$ cat config.mk
export PLATFORM = sky130hd
export DESIGN_NAME = audio_sample_format_converter_core
export DESIGN_NICKNAME = d
export VERILOG_FILES = /design/src/rtl/asfc_pkg.sv /design/src/rtl/asfc_front.sv /design/src/rtl/asfc_queue.sv /design/src/rtl/asfc_back.sv /design/src/rtl/audio_sample_format_converter_core.sv
export SDC_FILE = /design/constraint.sdc
export NUM_CORES = 2
export LEC_CHECK = 0
export BUFFER_PORTS_ARGS = -buffer_cell sky130_fd_sc_hd__buf_2
export CORE_MARGIN = 4
export CORE_UTILIZATION = 47
export CTS_BUF_LIST = sky130_fd_sc_hd__clkbuf_16
export CTS_CLUSTER_DIAMETER = 120
export DETAILED_ROUTE_END_ITERATION = 7
export GPL_TIMING_DRIVEN = 0
export MAX_ROUTING_LAYER = met4
export PLACE_DENSITY = 0.62
export SLEW_MARGIN = 0
export SYNTH_ARGS = -nofsm -noshare
export SYNTH_HDL_FRONTEND = slang
export SYNTH_SLANG_ARGS = --single-unit
$ cat constraint.sdc
create_clock -name clk -period 30.7 [get_ports clk]
set_input_delay 4.605 -clock clk [delete_from_list [all_inputs] [get_ports clk]]
set_output_delay 4.605 -clock clk [all_outputs]
set_load 0.05 [all_outputs]
$ cat src/rtl/asfc_pkg.sv
// Shared types, constants and helper functions of the audio sample format converter.
package asfc_pkg;

  localparam int SAMPLE_W     = 32;
  localparam int CHAN_W       = 3;
  localparam int MAX_CHANNELS = 2 ** CHAN_W;
  localparam int WORD_W       = 64;
  localparam int BYTES_W      = 4;

  // Queue between the front and the back part, and the result queue.
  localparam int MID_DEPTH  = 2;
  localparam int MID_PTR_W  = $clog2(MID_DEPTH);
  localparam int OUT_DEPTH  = 4;
  localparam int OUT_PTR_W  = $clog2(OUT_DEPTH);

  // Configuration port.
  localparam int CFG_IDX_W  = 1;
  localparam int CFG_DATA_W = 3;
  localparam logic [CFG_IDX_W-1:0] CFG_NR_ON   = 1'b0;
  localparam logic [CFG_IDX_W-1:0] CFG_OUT_FMT = 1'b1;

  // 1.0 in Q2.30.
  localparam logic signed [SAMPLE_W:0] Q_ONE = 33'sd1073741824;

  typedef enum logic [2:0] {
    FMT_F32 = 3'd0,
    FMT_S16 = 3'd1,
    FMT_S32 = 3'd2,
    FMT_S24 = 3'd3,
    FMT_F64 = 3'd4,
    FMT_S64 = 3'd5,
    FMT_U8  = 3'd6,
    FMT_S8  = 3'd7
  } asfc_fmt_t;

  localparam asfc_fmt_t FMT_RESET = FMT_S16;

  typedef struct packed {
    logic signed [SAMPLE_W-1:0] sample_in;
    logic [CHAN_W-1:0]          channel;
    logic                       block_end;
  } asfc_in_t;

  typedef struct packed {
    logic [WORD_W-1:0]  out_word;
    logic [BYTES_W-1:0] out_bytes;
    logic               block_end_out;
  } asfc_out_t;

  // Sample after smoothing, tagged with the format it is to be converted to.
  typedef struct packed {
    logic signed [SAMPLE_W-1:0] smp;
    asfc_fmt_t                  fmt;
    logic                       block_end;
  } asfc_mid_t;

  // Status of the queue between the two parts.
  typedef struct packed {
    logic full;
    logic empty;
  } asfc_qstat_t;

  // Full-scale factor of the integer formats that go through the multiplier.
  function automatic logic [30:0] scale_of(input asfc_fmt_t fmt);
    logic [30:0] k;
    k = '0;
    unique case (fmt)
      FMT_S16:         k = 31'd32767;
      FMT_S32:         k = 31'd2147483647;
      FMT_S24:         k = 31'd8388607;
      FMT_U8, FMT_S8:  k = 31'd127;
      default:         k = '0;
    endcase
    return k;
  endfunction

  function automatic logic [BYTES_W-1:0] bytes_of(input asfc_fmt_t fmt);
    logic [BYTES_W-1:0] n;
    n = 4'd1;
    unique case (fmt)
      FMT_F32, FMT_S32: n = 4'd4;
      FMT_S16:          n = 4'd2;
      FMT_S24:          n = 4'd3;
      FMT_F64, FMT_S64: n = 4'd8;
      default:          n = 4'd1;
    endcase
    return n;
  endfunction

endpackage

$ cat src/rtl/asfc_front.sv
// Front part: accepts samples and applies the per-channel smoothing with clamp.
module asfc_front (
  input  logic                 clk,
  input  logic                 rst_n,
  input  logic                 nr_on,
  input  asfc_pkg::asfc_fmt_t  fmt,
  input  logic                 in_push,
  input  asfc_pkg::asfc_in_t   in_item,
  input  asfc_pkg::asfc_qstat_t q_stat,
  output logic                 q_push,
  output asfc_pkg::asfc_mid_t  q_item
);
  import asfc_pkg::*;

  logic [MAX_CHANNELS-1:0][SAMPLE_W-1:0] prev_r;
  logic [CHAN_W-1:0]                     slot;
  logic signed [SAMPLE_W-1:0]            half;
  logic signed [SAMPLE_W-1:0]            prev;
  logic signed [SAMPLE_W:0]              sum;
  logic signed [SAMPLE_W:0]              clamped;

  assign q_push = in_push && !q_stat.full;
  assign slot   = in_item.channel;

  // Halving is floor(sample / 2); the stored value is this half, not the clamped sum.
  assign half = in_item.sample_in >>> 1;
  assign prev = $signed(prev_r[slot]);
  assign sum  = {half[SAMPLE_W-1], half} + {prev[SAMPLE_W-1], prev};

  always_comb begin
    if (sum > Q_ONE) begin
      clamped = Q_ONE;
    end else if (sum < -Q_ONE) begin
      clamped = -Q_ONE;
    end else begin
      clamped = sum;
    end
  end

  always_comb begin
    q_item.smp       = nr_on ? clamped[SAMPLE_W-1:0] : in_item.sample_in;
    q_item.fmt       = fmt;
    q_item.block_end = in_item.block_end;
  end

  always_ff @(posedge clk) begin
    if (!rst_n) begin
      prev_r <= '0;
    end else if (q_push && nr_on) begin
      prev_r[slot] <= half;
    end
  end

  a_state_held: assert property (@(posedge clk) disable iff (!rst_n)
    (q_push && !nr_on) |=> $stable(prev_r))
    else $error("channel history changed while smoothing is off");

  a_clamp_range: assert property (@(posedge clk) disable iff (!rst_n)
    (q_push && nr_on) |-> ($signed(q_item.smp) <= $signed(Q_ONE[SAMPLE_W-1:0]) &&
                           $signed(q_item.smp) >= -$signed(Q_ONE[SAMPLE_W-1:0])))
    else $error("smoothed sample outside the clamp range");

endmodule

$ cat src/rtl/asfc_queue.sv
// Short queue that decouples the front part from the conversion back part.
module asfc_queue (
  input  logic                  clk,
  input  logic                  rst_n,
  input  logic                  push,
  input  asfc_pkg::asfc_mid_t   wr_item,
  input  logic                  pop,
  output asfc_pkg::asfc_mid_t   rd_item,
  output asfc_pkg::asfc_qstat_t stat
);
  import asfc_pkg::*;

  asfc_mid_t            mem_r [MID_DEPTH];
  logic [MID_PTR_W-1:0] wr_ptr_r;
  logic [MID_PTR_W-1:0] rd_ptr_r;
  logic [MID_PTR_W:0]   cnt_r;
  logic [MID_PTR_W:0]   cnt_nxt;
  logic                 do_push;
  logic                 do_pop;

  assign stat.full  = (cnt_r == (MID_PTR_W+1)'(MID_DEPTH));
  assign stat.empty = (cnt_r == '0);
  assign do_push    = push && !stat.full;
  assign do_pop     = pop && !stat.empty;
  assign rd_item    = mem_r[rd_ptr_r];

  always_comb begin
    cnt_nxt = cnt_r;
    if (do_push && !do_pop) begin
      cnt_nxt = cnt_r + 1'b1;
    end else if (do_pop && !do_push) begin
      cnt_nxt = cnt_r - 1'b1;
    end
  end

  always_ff @(posedge clk) begin
    if (!rst_n) begin
      wr_ptr_r <= '0;
      rd_ptr_r <= '0;
      cnt_r    <= '0;
    end else begin
      cnt_r <= cnt_nxt;
      if (do_push) begin
        wr_ptr_r <= wr_ptr_r + 1'b1;
      end
      if (do_pop) begin
        rd_ptr_r <= rd_ptr_r + 1'b1;
      end
    end
  end

  always_ff @(posedge clk) begin
    if (do_push) begin
      mem_r[wr_ptr_r] <= wr_item;
    end
  end

  a_cnt_bound: assert property (@(posedge clk) disable iff (!rst_n)
    cnt_r <= (MID_PTR_W+1)'(MID_DEPTH))
    else $error("queue fill count beyond its depth");

endmodule

$ cat src/rtl/asfc_back.sv
// Back part: two-stage format conversion feeding the result queue.
module asfc_back (
  input  logic                  clk,
  input  logic                  rst_n,
  input  asfc_pkg::asfc_qstat_t q_stat,
  input  asfc_pkg::asfc_mid_t   q_item,
  output logic                  q_pop,
  input  logic                  out_pop,
  output logic                  out_empty,
  output asfc_pkg::asfc_out_t   out_item
);
  import asfc_pkg::*;

  localparam logic signed [33:0] S16_HI = 34'sd32767;
  localparam logic signed [33:0] S16_LO = -34'sd32768;
  localparam logic signed [33:0] S24_HI = 34'sd8388607;
  localparam logic signed [33:0] S24_LO = -34'sd8388608;
  localparam logic signed [33:0] S32_HI = 34'sd2147483647;
  localparam logic signed [33:0] S32_LO = -34'sd2147483648;
  localparam logic signed [33:0] S8_HI  = 34'sd127;
  localparam logic signed [33:0] S8_LO  = -34'sd128;
  localparam logic signed [33:0] U8_OFS = 34'sd127;
  localparam logic signed [33:0] U8_HI  = 34'sd255;
  localparam logic signed [33:0] U8_LO  = 34'sd0;

  function automatic logic [4:0] msb_of(input logic [SAMPLE_W-1:0] m);
    logic [4:0] p;
    p = '0;
    for (int i = 1; i < SAMPLE_W; i++) begin
      if (m[i]) begin
        p = 5'(i);
      end
    end
    return p;
  endfunction

  function automatic logic signed [33:0] sat_val(input logic signed [33:0] v,
                                                 input logic signed [33:0] lo,
                                                 input logic signed [33:0] hi);
    logic signed [33:0] r;
    r = v;
    if (v < lo) begin
      r = lo;
    end else if (v > hi) begin
      r = hi;
    end
    return r;
  endfunction

  // Stage A: magnitude, leading one and scaled product.
  logic                       a_v_r;
  logic                       a_neg_r;
  logic [SAMPLE_W-1:0]        a_mag_r;
  logic [4:0]                 a_msb_r;
  logic [62:0]                a_prod_r;
  logic signed [SAMPLE_W-1:0] a_smp_r;
  asfc_fmt_t                  a_fmt_r;
  logic                       a_be_r;

  logic                       in_neg;
  logic [SAMPLE_W-1:0]        in_mag;

  // Result queue.
  asfc_out_t            oq_r [OUT_DEPTH];
  logic [OUT_PTR_W-1:0] owr_ptr_r;
  logic [OUT_PTR_W-1:0] ord_ptr_r;
  logic [OUT_PTR_W:0]   ocnt_r;
  logic [OUT_PTR_W:0]   ocnt_nxt;
  logic [OUT_PTR_W+1:0] used;
  logic                 do_opop;

  // An item leaves the queue only when the result queue has a place kept for it.
  assign used  = (OUT_PTR_W+2)'(ocnt_r) + (OUT_PTR_W+2)'(a_v_r);
  assign q_pop = !q_stat.empty && (used < (OUT_PTR_W+2)'(OUT_DEPTH));

  assign in_neg = q_item.smp[SAMPLE_W-1];
  assign in_mag = in_neg ? (SAMPLE_W)'(-q_item.smp) : q_item.smp;

  always_ff @(posedge clk) begin
    if (!rst_n) begin
      a_v_r <= 1'b0;
    end else begin
      a_v_r <= q_pop;
    end
  end

  always_ff @(posedge clk) begin
    if (q_pop) begin
      a_neg_r  <= in_neg;
      a_mag_r  <= in_mag;
      a_msb_r  <= msb_of(in_mag);
      a_prod_r <= {31'b0, in_mag} * {32'b0, scale_of(q_item.fmt)};
      a_smp_r  <= q_item.smp;
      a_fmt_r  <= q_item.fmt;
      a_be_r   <= q_item.block_end;
    end
  end

  // Stage B: rounding, saturation and packing.
  logic [SAMPLE_W-1:0]   mnorm;
  logic [23:0]           mant24;
  logic                  rnd_up;
  logic [24:0]           mant25;
  logic [31:0]           f32_word;
  logic [63:0]           f64_word;
  logic                  round_fmt;
  logic [62:0]           prod_rnd;
  logic [32:0]           qmag;
  logic signed [33:0]    ival;
  logic [63:0]           s64_word;
  logic signed [33:0]    sat_r16;
  logic signed [33:0]    sat_r24;
  logic signed [33:0]    sat_r32;
  logic signed [33:0]    sat_u8;
  logic signed [33:0]    sat_s8;
  logic [WORD_W-1:0]     word;
  asfc_out_t             b_item;

  assign mnorm  = a_mag_r << (5'd31 - a_msb_r);
  assign mant24 = mnorm[31:8];
  assign rnd_up = mnorm[7] && ((|mnorm[6:0]) || mnorm[8]);
  assign mant25 = {1'b0, mant24} + 25'(rnd_up);

  // The hidden bit of the mantissa carries into the exponent field.
  always_comb begin
    if (a_mag_r == '0) begin
      f32_word = '0;
      f64_word = '0;
    end else begin
      f32_word = {a_neg_r, 31'b0} |
                 ({1'b0, 8'(a_msb_r) + 8'd96, 23'b0} + {7'b0, mant25});
      f64_word = {a_neg_r, 63'b0} |
                 ({1'b0, 11'(a_msb_r) + 11'd992, 52'b0} + {11'b0, mnorm, 21'b0});
    end
  end

  always_comb begin
    case (a_fmt_r)
      FMT_S16, FMT_S24, FMT_U8: round_fmt = 1'b1;
      default:                  round_fmt = 1'b0;
    endcase
  end

  assign prod_rnd = a_prod_r + (round_fmt ? 63'd536870912 : 63'd0);
  assign qmag     = prod_rnd[62:30];
  assign ival     = a_neg_r ? -$signed({1'b0, qmag}) : $signed({1'b0, qmag});

  assign sat_r16 = sat_val(ival, S16_LO, S16_HI);
  assign sat_r24 = sat_val(ival, S24_LO, S24_HI);
  assign sat_r32 = sat_val(ival, S32_LO, S32_HI);
  assign sat_u8  = sat_val(ival + U8_OFS, U8_LO, U8_HI);
  assign sat_s8  = sat_val(ival, S8_LO, S8_HI);

  always_comb begin
    if ($signed({a_smp_r[SAMPLE_W-1], a_smp_r}) >= Q_ONE) begin
      s64_word = {1'b0, {63{1'b1}}};
    end else if ($signed({a_smp_r[SAMPLE_W-1], a_smp_r}) <= -Q_ONE) begin
      s64_word = {1'b1, 63'b0};
    end else begin
      s64_word = {a_smp_r, 32'b0} << 1;
    end
  end

  always_comb begin
    word = '0;
    unique case (a_fmt_r)
      FMT_F32: word = {32'b0, f32_word};
      FMT_S16: word = {48'b0, sat_r16[15:0]};
      FMT_S32: word = {32'b0, sat_r32[31:0]};
      FMT_S24: word = {40'b0, sat_r24[23:0]};
      FMT_F64: word = f64_word;
      FMT_S64: word = s64_word;
      FMT_U8:  word = {56'b0, sat_u8[7:0]};
      FMT_S8:  word = {56'b0, sat_s8[7:0]};
      default: word = '0;
    endcase
  end

  always_comb begin
    b_item.out_word      = word;
    b_item.out_bytes     = bytes_of(a_fmt_r);
    b_item.block_end_out = a_be_r;
  end

  assign out_empty = (ocnt_r == '0);
  assign do_opop   = out_pop && !out_empty;
  assign out_item  = oq_r[ord_ptr_r];

  always_comb begin
    ocnt_nxt = ocnt_r;
    if (a_v_r && !do_opop) begin
      ocnt_nxt = ocnt_r + 1'b1;
    end else if (do_opop && !a_v_r) begin
      ocnt_nxt = ocnt_r - 1'b1;
    end
  end

  always_ff @(posedge clk) begin
    if (!rst_n) begin
      owr_ptr_r <= '0;
      ord_ptr_r <= '0;
      ocnt_r    <= '0;
    end else begin
      ocnt_r <= ocnt_nxt;
      if (a_v_r) begin
        owr_ptr_r <= owr_ptr_r + 1'b1;
      end
      if (do_opop) begin
        ord_ptr_r <= ord_ptr_r + 1'b1;
      end
    end
  end

  always_ff @(posedge clk) begin
    if (a_v_r) begin
      oq_r[owr_ptr_r] <= b_item;
    end
  end

  a_no_overflow: assert property (@(posedge clk) disable iff (!rst_n)
    used <= (OUT_PTR_W+2)'(OUT_DEPTH))
    else $error("result queue and stage A hold more than the queue depth");

  a_transfer_lands: assert property (@(posedge clk) disable iff (!rst_n)
    q_pop |=> a_v_r ##1 !out_empty)
    else $error("converted sample did not reach the result queue");

endmodule

$ cat src/rtl/audio_sample_format_converter_core.sv
// Top level of the audio sample format converter: configuration registers and the three parts.
// Path: a transferred sample passes the queue, the stage A registers and the result queue to reach the result ports.
// Throughput: one sample per cycle; the two-entry queue and the four-entry result queue
// absorb stalls, and the credit check against the result queue sets the pace under back-pressure.
// Reset (synchronous, rst_n low): queues empty, smoothing off, format s16, channel history zero.
module audio_sample_format_converter_core (
  input  logic                                 clk,
  input  logic                                 rst_n,
  input  logic                                 in_push,
  output logic                                 in_full,
  input  asfc_pkg::asfc_in_t                   in_data,
  output logic                                 out_empty,
  input  logic                                 out_pop,
  output asfc_pkg::asfc_out_t                  out_data,
  input  logic                                 cfg_we,
  input  logic [asfc_pkg::CFG_IDX_W-1:0]       cfg_index,
  input  logic [asfc_pkg::CFG_DATA_W-1:0]      cfg_wdata
);
  import asfc_pkg::*;

  logic        nr_on_r;
  asfc_fmt_t   fmt_r;
  logic        q_push;
  logic        q_pop;
  asfc_mid_t   q_wr_item;
  asfc_mid_t   q_rd_item;
  asfc_qstat_t q_stat;

  always_ff @(posedge clk) begin
    if (!rst_n) begin
      nr_on_r <= 1'b0;
      fmt_r   <= FMT_RESET;
    end else if (cfg_we) begin
      unique case (cfg_index)
        CFG_NR_ON:   nr_on_r <= cfg_wdata[0];
        CFG_OUT_FMT: fmt_r   <= asfc_fmt_t'(cfg_wdata);
        default:     ;
      endcase
    end
  end

  assign in_full = q_stat.full;

  asfc_front u_front (
    .clk     (clk),
    .rst_n   (rst_n),
    .nr_on   (nr_on_r),
    .fmt     (fmt_r),
    .in_push (in_push),
    .in_item (in_data),
    .q_stat  (q_stat),
    .q_push  (q_push),
    .q_item  (q_wr_item)
  );

  asfc_queue u_queue (
    .clk     (clk),
    .rst_n   (rst_n),
    .push    (q_push),
    .wr_item (q_wr_item),
    .pop     (q_pop),
    .rd_item (q_rd_item),
    .stat    (q_stat)
  );

  asfc_back u_back (
    .clk       (clk),
    .rst_n     (rst_n),
    .q_stat    (q_stat),
    .q_item    (q_rd_item),
    .q_pop     (q_pop),
    .out_pop   (out_pop),
    .out_empty (out_empty),
    .out_item  (out_data)
  );

endmodule
# == After elaboration in Yosys (flattened, before gate mapping) ==
# Memories as Yosys holds them, arrays and structs flattened. A register that Yosys moved wholly into a read port is not among the register bits.
# Cells that the tools add are included.
# word_totals
regBits,409
mem_bits_rw,348
wordCells,194
mem_count,2
# op_classes
addsub,20
mul,1
order_cmp,17
n_eq_ne,13
shifts,1
mux,72
bitwise,3
n_reduce_logical,37
# memory_table
memory,depth,word_bits,read_ports,rd_ports_with_merged_regs,wr,line_no,source
u_back.oq_r,4,69,1,1,1,asfc_back.sv:64,asfc_out_t oq_r [OUT_DEPTH];
u_queue.mem_r,2,36,1,1,1,asfc_queue.sv:13,asfc_mid_t mem_r [MID_DEPTH];
# ops
op,n
$pmux 64 s8,1
$mux 32,9
$bwmux 256,1
$mux 64,3
$pmux 31 s4,1
$bmux 32 s3,1
$demux 32 s3,1
$add 63x53->64,1
$mux 4,16
$or 64x64->64,1
$add 63x63->63,1
$mul 32x31->63,1
$mux 24,2
$add 34x8->34 const B,1
$gt 34x16->1 const B,1
$gt 34x24->1 const B,1
$gt 34x32->1 const B,1
$gt 34x8->1 const B,1
$gt 34x9->1 const B,1
$lt 34x1->1 const B,1
$lt 34x16->1 const B,1
$lt 34x24->1 const B,1
$lt 34x32->1 const B,1
$lt 34x8->1 const B,1
51 further kinds,114

# == Logic depth before layout (Yosys ltp) ==
# logic_depth
depth_word,32
depth_mapped,47

# == Hierarchy ==
# A second synthesis with hierarchy kept.
# unflattened
hier_cells,5920
area_unflattened_um2,61032.3
# by_module_without_submodules
mod,n_inst,cells_per_inst,area_per_inst_um2,seq_area_each_um2
asfc_back,1,4074,45084.5,11671.2
asfc_front,1,1691,12957.4,4964.8
asfc_queue,1,137,2829.0,2262.2
audio_sample_format_converter_core,1,18,161.4,80.1

# == Worst setup path before layout ==
# Ideal clock, no wire load.
# synth_path
path_type,reg-to-reg
from,reg (tool-made name)
to,reg u_back.a_prod_r[60] (data pin)
arrival_ns,11.971
slack_ns,18.467
stages_incl_launch_ff,44
synth_period_minus_slack_ns,12.233
path_cell_list,dfxtp_1 buf_1 buf_1 clkbuf_1 clkbuf_1 buf_2 mux2i_1 ha_1 o21ai_0 or3_1 or3_1 nor3_1 a31oi_1 xnor2_1 clkbuf_1 nand2_1 fa_1 inv_1 [... 8 more ...] inv_1 fa_1 inv_1 ha_1 a21o_1 a21o_1 a211o_1 a21oi_1 o21ai_0 a2111o_1 and3_1 o21ai_0 nor2b_1 o311a_1 nor2_1 a21oi_1 o21bai_1 xor2_1
# synth_lines
element,line_no,source
to (signal assigned),asfc_back.sv:92,"a_prod_r <= {31'b0, in_mag} * {32'b0, scale_of(q_item.fmt)};"
to (decl),asfc_back.sv:55,logic [62:0] a_prod_r;

==> impl_metrics.toml <==
[clock_tree]
root_buffer = "clkbuf_16"
path_clk_slew_ns = 0.06
cts_tree = "done"
cts_made_buffers = 78
clk_latency_ns = 0.69
cts_setup_buffers = 0
cts_sinks = 721
h-tree-depth = 3
cts-resized-gates = 0
cts_hold_buf = 0
clockBufferDepth = 3

[cells_and_area]
multiInputGateArea_mm2 = 0.0372
syn_to_final_growth_pct = 9.02
mostFrequentLayoutCells = "896 x inv_1, 805 x nand2_1, 663 x fa_1, 454 x edfxtp_1, 349 x ha_1"
seqCellArea_mm2 = 0.0190
drive_above_1_share_pct = 7.42
fillers = 11700
final_nets = 7112
mostFrequentLayoutCell = "inv_1"
final-instance-count-excl-fill = 7788

[setup_path]
max_stage_delay_ns = 1.16
crit_type = "reg2reg"
slowest_stage = "mux2i_1"
critPathMaxFanout = 11
ff2ff_setup_slack_ns = 14.07
regToRegEndpoint = "u_back.a_prod_r[60]"
ff2ff_path_depth = 44
cp_common_cell = "fa_1"
end_kind = "register"
cp-start-kind = "register"
worstPathRequired_ns = 31.08
cp.arrival_ns = 17.01

[worst_hold_path]
hold_end = "u_queue.mem_r[1][2]"
hold_path.class = "reg2reg"
holdCritStartpoint = "fmt_r[1]"
hold_depth = 0

[run_status]
status = "completed"

[logic_synthesis]
synth_seq_cells = 721
synth_top_family_by_area = "adder cells"
synthMuxAreaShare_pct = 5.22
synth.area.top_cells = "edfxtp_1 23%, fa_1 22%, dfxtp_1 8.8%"
synth_compound_area_share_pct = 11.6
async_flop_share_pct = 0
syn_area_mm2 = 0.0606
synth.distinct_cells = 110
synthFlopType = "edfxtp_1"
synth-simple-area-share_pct = 11.7
synth-edff-count = 454
seq_area_frac_synth_pct = 31.3
synthXorXnorAreaFrac_pct = 3.66
syn-num-nets = 6907
yosys_warnings = 0
yosysTopAreaCell = "edfxtp_1"
syn_avg_cell_area_um2 = 10.4
synth_cells = 5850
synthAdderAreaFrac_pct = 29.2
synth_top_area_share_pct = 22.5

[sta]
slew_headroom_pct = 2.68
worst_pin_slew_ns = 1.45
setup-tns-final_ns = 0
slew_violations = 0
setup_viol = 0
achievable-frequency_mhz = 60.1
layout_min_cycle_time_ns = 16.63
clock_skew_ns = 0.0556
hold_viol = 0
finalCritPeriodShare_pct = 54.2
rsz0062_at_grt = "no"

[drt]
drc = 0
drtIter0Drc = 3867
vias = 44100
wl_per_cell_um = 24.4
ant_nets = 0
finalWirelength_mm = 190
routed_via_density = 5.67
firstDrtPassIters = 5

[floorplanning]
core-area_mm2 = 0.128
die_area_mm2 = 0.135
io_pins = 116
initial_core_util_pct = 47.4
die_h_um = 367
dieWidth_um = 367
fp-row-count = 131

[global_route]
overflow = 0
grt_pass1_wl_mm = 287
grt_max_degree = 52
grt_pass1_vias = 45200
globalRouteTotalUtil_pct = 29.0
antenna_found_initial = 11

[placed_design]
place_hpwl_mm = 156
finalWeightedCongestion = 1.01
dpl.cell_count = 7636
portBuffers = 111

[flow_run]
cap_violations = 0
metal layers:
metal,wire (µm),vias up,track usage [%]
li1,-,20200,-
met1,76600,22000,36.0
met2,91900,1558,47.5
met3,12500,416,4.74
met4,8870,0,12.0
met5,0,-,-
worst max-delay path: cells and delay by family, from the launching register on:
family,cells,cell delay [ns]
flip-flops,1,0.42
adder cells (fa/ha/maj),10,4.32
multiplexers,1,1.16
XOR/XNOR,2,0.48
AND/OR/NAND/NOR,7,2.99
buffers and inverters,12,4.05
AO/OA/AOI/OAI,12,2.83
worst max-delay path by stage:
stage | from | to | slack [ns]
floorplan | register | u_back.a_prod_r[60] | 18.47
global route | register | u_back.a_prod_r[60] | 13.37
global placement | register | u_back.a_prod_r[60] | 14.09
CTS | register | u_back.a_prod_r[60] | 14.04
detailed placement | register | u_back.a_prod_r[60] | 14.11
finish | register | u_back.a_prod_r[60] | 14.07
synthesized netlist by cell type, drive strengths merged, types with 46 or more instances:
| library cell | count |
|---|---|
| a21boi | 261 |
| a21oi | 145 |
| a22oi | 127 |
| and2 | 66 |
| clkbuf | 239 |
| dfxtp | 267 |
| edfxtp | 454 |
| fa | 663 |
| ha | 349 |
| inv | 884 |
| mux2i | 61 |
| mux4 | 99 |
| nand2 | 807 |
| nand3 | 77 |
| nand4 | 65 |
| nor2 | 213 |
| nor3 | 54 |
| nor4 | 46 |
| o21ai | 135 |
| xnor2 | 186 |
| xor2 | 64 |
registers in the layout, summed over array words and instances (netlist names), named ones only:
signal,cells
u_queue.cnt_r,2
u_back.a_be_r,1
u_back.a_mag_r,32
u_back.ocnt_r,3
fmt_r,3
u_back.a_neg_r,1
u_back.a_msb_r,5
nr_on_r,1
u_queue.wr_ptr_r,1
u_queue.mem_r,72
u_back.oq_r,276
u_back.a_prod_r,34
u_back.owr_ptr_r,2
u_back.a_smp_r,30
u_back.a_v_r,1
u_back.ord_ptr_r,2
u_queue.rd_ptr_r,1
u_front.prev_r,248
u_back.a_fmt_r,3
cells by family (layout without fill, tap and decap cells):
| group | count (synthesis) | after routing |
|---|---|---|
| adder cells (fa/ha/maj) | 1017 | 1017 |
| AO/OA/AOI/OAI | 983 | 983 |
| multiplexers | 188 | 188 |
| other | 0 | 5 |
| buffers and inverters | 1169 | 1440 |
| XOR/XNOR | 250 | 250 |
| AND/OR/NAND/NOR | 1522 | 1522 |
| flip-flops | 721 | 721 |
per-stage QoR:
stage                     setup slack, ns  util [%]  area, µm²  hold WS (ns)
final                               14.07      51.7      66000         0.461
after global routing                13.37      51.7      66000         0.481
after CTS                           14.04      51.6      66000         0.461
after detailed placement            14.11      49.7      63500         0.450
after global placement              14.09      49.4      63200         0.440
after floorplan                     18.47         -      60600         0.425
layout make-up:
type                       count  share of cell area [%]
buffer                       282                    1.67
timing repair buffer         125                    1.21
antenna                        5                  0.0189
clock inverter                68                   0.870
multi-input combinational   3960                    56.3
clock buffer                  78                    2.96
tap                         1662                    3.15
inverter                     887                    5.04
sequential                   721                    28.7
Power is not shown: default switching activity piles up to over one toggle a cycle in this logic, so the estimate is an artifact.
